`src/naa_ram.sv`:
```
`timescale 1ns / 1ps
// generic single write port, single read port ram with registered read
// no dependencies

module naa_ram #(
    parameter int WIDTH = 8,
    parameter int DEPTH = 16
) (
    input  logic                     i_clk,
    input  logic                     i_we,
    input  logic [$clog2(DEPTH)-1:0] i_waddr,
    input  logic [WIDTH-1:0]         i_wdata,
    input  logic [$clog2(DEPTH)-1:0] i_raddr,
    output logic [WIDTH-1:0]         o_rdata
);

    logic [WIDTH-1:0] r_mem [DEPTH];
    logic [WIDTH-1:0] r_rdata;

    always_ff @(posedge i_clk) begin
        if (i_we) begin
            r_mem[i_waddr] <= i_wdata;
        end
        r_rdata <= r_mem[i_raddr];
    end

    assign o_rdata = r_rdata;

endmodule

```
`config.mk`:
```
export PLATFORM = sky130hd
export DESIGN_NAME = naa_ram
export DESIGN_NICKNAME = d
export VERILOG_FILES = /design/src/naa_ram.sv
export SDC_FILE = /design/constraint.sdc
export NUM_CORES = 1
export LEC_CHECK = 0
export BUFFER_PORTS_ARGS = -buffer_cell sky130_fd_sc_hd__buf_2
export CORE_ASPECT_RATIO = 0.7
export CORE_MARGIN = 3
export CORE_UTILIZATION = 60
export DETAILED_ROUTE_END_ITERATION = 10
export PLACE_DENSITY = 0.83
export SLEW_MARGIN = 15
export SYNTH_ARGS = -nofsm -noshare
export SYNTH_HDL_FRONTEND = slang
export SYNTH_SLANG_ARGS = --single-unit
```
`constraint.sdc`:
```
create_clock -name i_clk -period 5.4 [get_ports i_clk]
set_input_delay 1.08 -clock i_clk [delete_from_list [all_inputs] [get_ports i_clk]]
set_output_delay 1.08 -clock i_clk [all_outputs]
set_load 0.1 [all_outputs]
```
==> metrics.md <==
| Metric | Value |
|---|---|
| Die width | 117 um |
| Post-DRT Antenna Nets | 0 |
| Final Skew | 0.00779 ns |
| F_max | 382 MHz |
| Post-detail-place hpwl | 5620 um |
| Crit-path max FO | 32 |
| Final worst setup slack | 2.78 ns |
| Syn. warnings | 0 |
| PostCTS Resize Cnt | 0 |
| Power share of the clock group | 0.422 |
| Worst Max-Slew Pin Slew | 1.03 ns |
| RSZ-0062 raised after global routing | false |
| Hold WC Path Type | flip-flop to flip-flop |
| Worst-Skew Late Latency | 0.41 ns |
| Seq pwr share | 0.512 |
| Final nets | 284 |
| Vias in the first global route | 2547 |
| First-pass GRT wire length | 14600 um |
| Site row count | 27 |
| H-Tree Depth | 4 |
| Crit path time final | 2.62 ns |
| Leak | 0.00196 uW |
| Final core occ | 0.721 |
| Relative slew slack | 0.314 |
| #FFs+latches synth | 136 |
| Critical Path AT | 2.90 ns |
| Post-Syn Instances | 229 |
| Status | finished, final reports clean |
| Crit end category | flip-flop |
| Grt total ovfl | 0 |
| Drt first pass iters | 5 |
| Num ports | 26 |
| Nature of the critical path startpoint | primary input |
| Routability Congestion | 0.723 |
| Core area | 0.00811 mm2 |
| Switching Fraction | 0.214 |
| Die ar. | 0.00974 mm2 |
| Placed inst area | 0.00534 mm2 |
| Post-CTS Hold Buffers | 0 |
| Final WL | 9530 um |
| Clock Tree Root | clkbuf_16 |
| Die Span Y | 83.5 um |
| Max-cap violation count | 0 |
| CTS tree | built |
| Internal power | 1820 uW |
| Iter 0 DRT Violations | 404 |
| Post-Syn Nets | 247 |
| Via Count | 2465 |
| CTS clk-pin slew, worst paths | 0.05 ns |
| Port Buf Inserts | 25 |
| Syn avg cell area | 22.5 um2 |
| Power Dens Cells | 397 mW/mm2 |
| Overall Power | 2320 uW |
| Setup bufs post-CTS | 0 |
| Fin crit share | 0.484 |
| Clock Tree Buf Depth | 2 |
| Final instance area | 0.00584 mm2 |
| Effective utilization at floorplan | 0.635 |
| Switching power total | 497 uW |
| Dpl ws | 2.34 ns |
| Cell variety after synth | 19 |
| Layout area overhead | 13.5% |
| Drt wl/cell | 25.1 um |
| Residual DRC count | 0 |
| Final hold vios | 0 |
| Antenna fix cells | 0 |
| Crit Path Class | primary input to flip-flop |
| Total track usage | 0.218 |
| Finish-stage setup viols | 0 |
| CP Data Required Time | 5.68 ns |
| Clock sink count | 136 |
| Layout cells sized above 1 | 0.255 |
| Pin count of the biggest net entering global routing | 33 |
| Sequential area share after synthesis | 0.778 |
| Slew Limit Fails | 0 |
| Cell Area, Synth | 0.00515 mm2 |
| Initial antenna violation count | 0 |
| Setup TNS | 0 ns |
| Combinational share of power | 0.066 |
| CTS Buf Count | 17 |
| Peak supply drop | 0.291 mV |
| Via density | 6.50 |
[metal layers]
| layer | vias to the layer above | track usage | routed length [um] |
|---|---|---|---|
| met2 | 136 | 0.303 | 4520 |
| li1 | 1047 | - | - |
| met3 | 26 | 0.0732 | 978 |
| met1 | 1256 | 0.314 | 3800 |
| met5 | - | 0 | 0 |
| met4 | 0 | 0.104 | 228 |
[cells in the final DEF (no fill, tap or decap), types with 4 or more instances in the layout]
cell type and n:
nand2_1 9, clkbuf_16 17, clkinv_2 4, buf_2 25, nor2_1 13, dfxtp_1 8, mux4_1 14, edfxtp_1 128
clkbuf_1 6, a22oi_1 16, mux4_2 18
[layout make-up]
| class | count | area (um2) |
|---|---|---|
| clock inverters | 6 | 27.5 |
| well taps | 101 | 126 |
| repair buffers | 28 | 148 |
| fillers | 471 | 2260 |
| multi-input cells | 83 | 1060 |
| flip-flops and latches | 136 | 4000 |
| clock buffers | 25 | 475 |
[metrics by stage]
step	hold WS (ns)	instances
floorplan	0.629	229
global placement	0.639	348
detailed placement	0.658	348
CTS	0.669	379
global route	0.700	379
finish	0.664	379
[cell families (layout without fill, tap and decap cells)]
family          after synthesis  count (layout)  share of synthesized area
buf+inv                      10              59                     0.0168
compound gates               16              16                     0.0233
mux                          32              32                      0.150
simple gates                 35              35                     0.0318
flops                       136             136                      0.778
[state kept, by name, indices dropped and copies added, names as in the netlist]
name,flops
r_mem,128
o_rdata,8
[worst max-delay path: stages]
cell,delay (ns)
buf_2,0.76
mux4_1,0.66
a22oi_1,0.27
nand2_1,0.11
[power groups by stage]
| stage | clock (uW) | sequential (uW) | combinational [uW] |
|---|---|---|---|
| 2_1_floorplan | 0 | 1260 | 59.9 |
| 3_3_place_gp | 0 | 1210 | 149 |
| 3_5_place_dp | 0 | 1210 | 152 |
| 4_1_cts | 998 | 1190 | 153 |
| 5_1_grt | 1040 | 1190 | 163 |
| 6_report | 980 | 1190 | 152 |
[path summary, 6_finish.rpt]
kind                   endpoint  slack, ns                    from  depth (start not counted)
min          o_rdata[1]$_DFF_P_       0.66   r_mem[4][1]$_DFFE_PP_                          3
max          o_rdata[2]$_DFF_P_       2.78              i_raddr[0]                          4
max reg2reg  o_rdata[2]$_DFF_P_       4.04  r_mem[10][2]$_DFFE_PP_                          3
min reg2reg  o_rdata[1]$_DFF_P_       0.66   r_mem[4][1]$_DFFE_PP_                          3
[cell usage after synthesis]
master           count  area share
buf_4                1      0.0015
or3b_2               1      0.0017
mux4_2              18       0.079
nand3_1              1     0.00097
nor2_1              13      0.0095
buf_6                3      0.0066
nand2_1              9      0.0066
edfxtp_1           128        0.75
buf_2                3      0.0029
dfxtp_1              8       0.031
and2b_1              1      0.0015
clkdlybuf4s25_2      3      0.0058
nor2b_1              1      0.0012
nor3_1               4      0.0039
and2_1               1      0.0012
a22oi_1             16       0.023
nand3b_1             2      0.0029
nand2b_1             2      0.0024
mux4_1              14       0.071
Note: power is estimated with default switching activity, not from simulation.
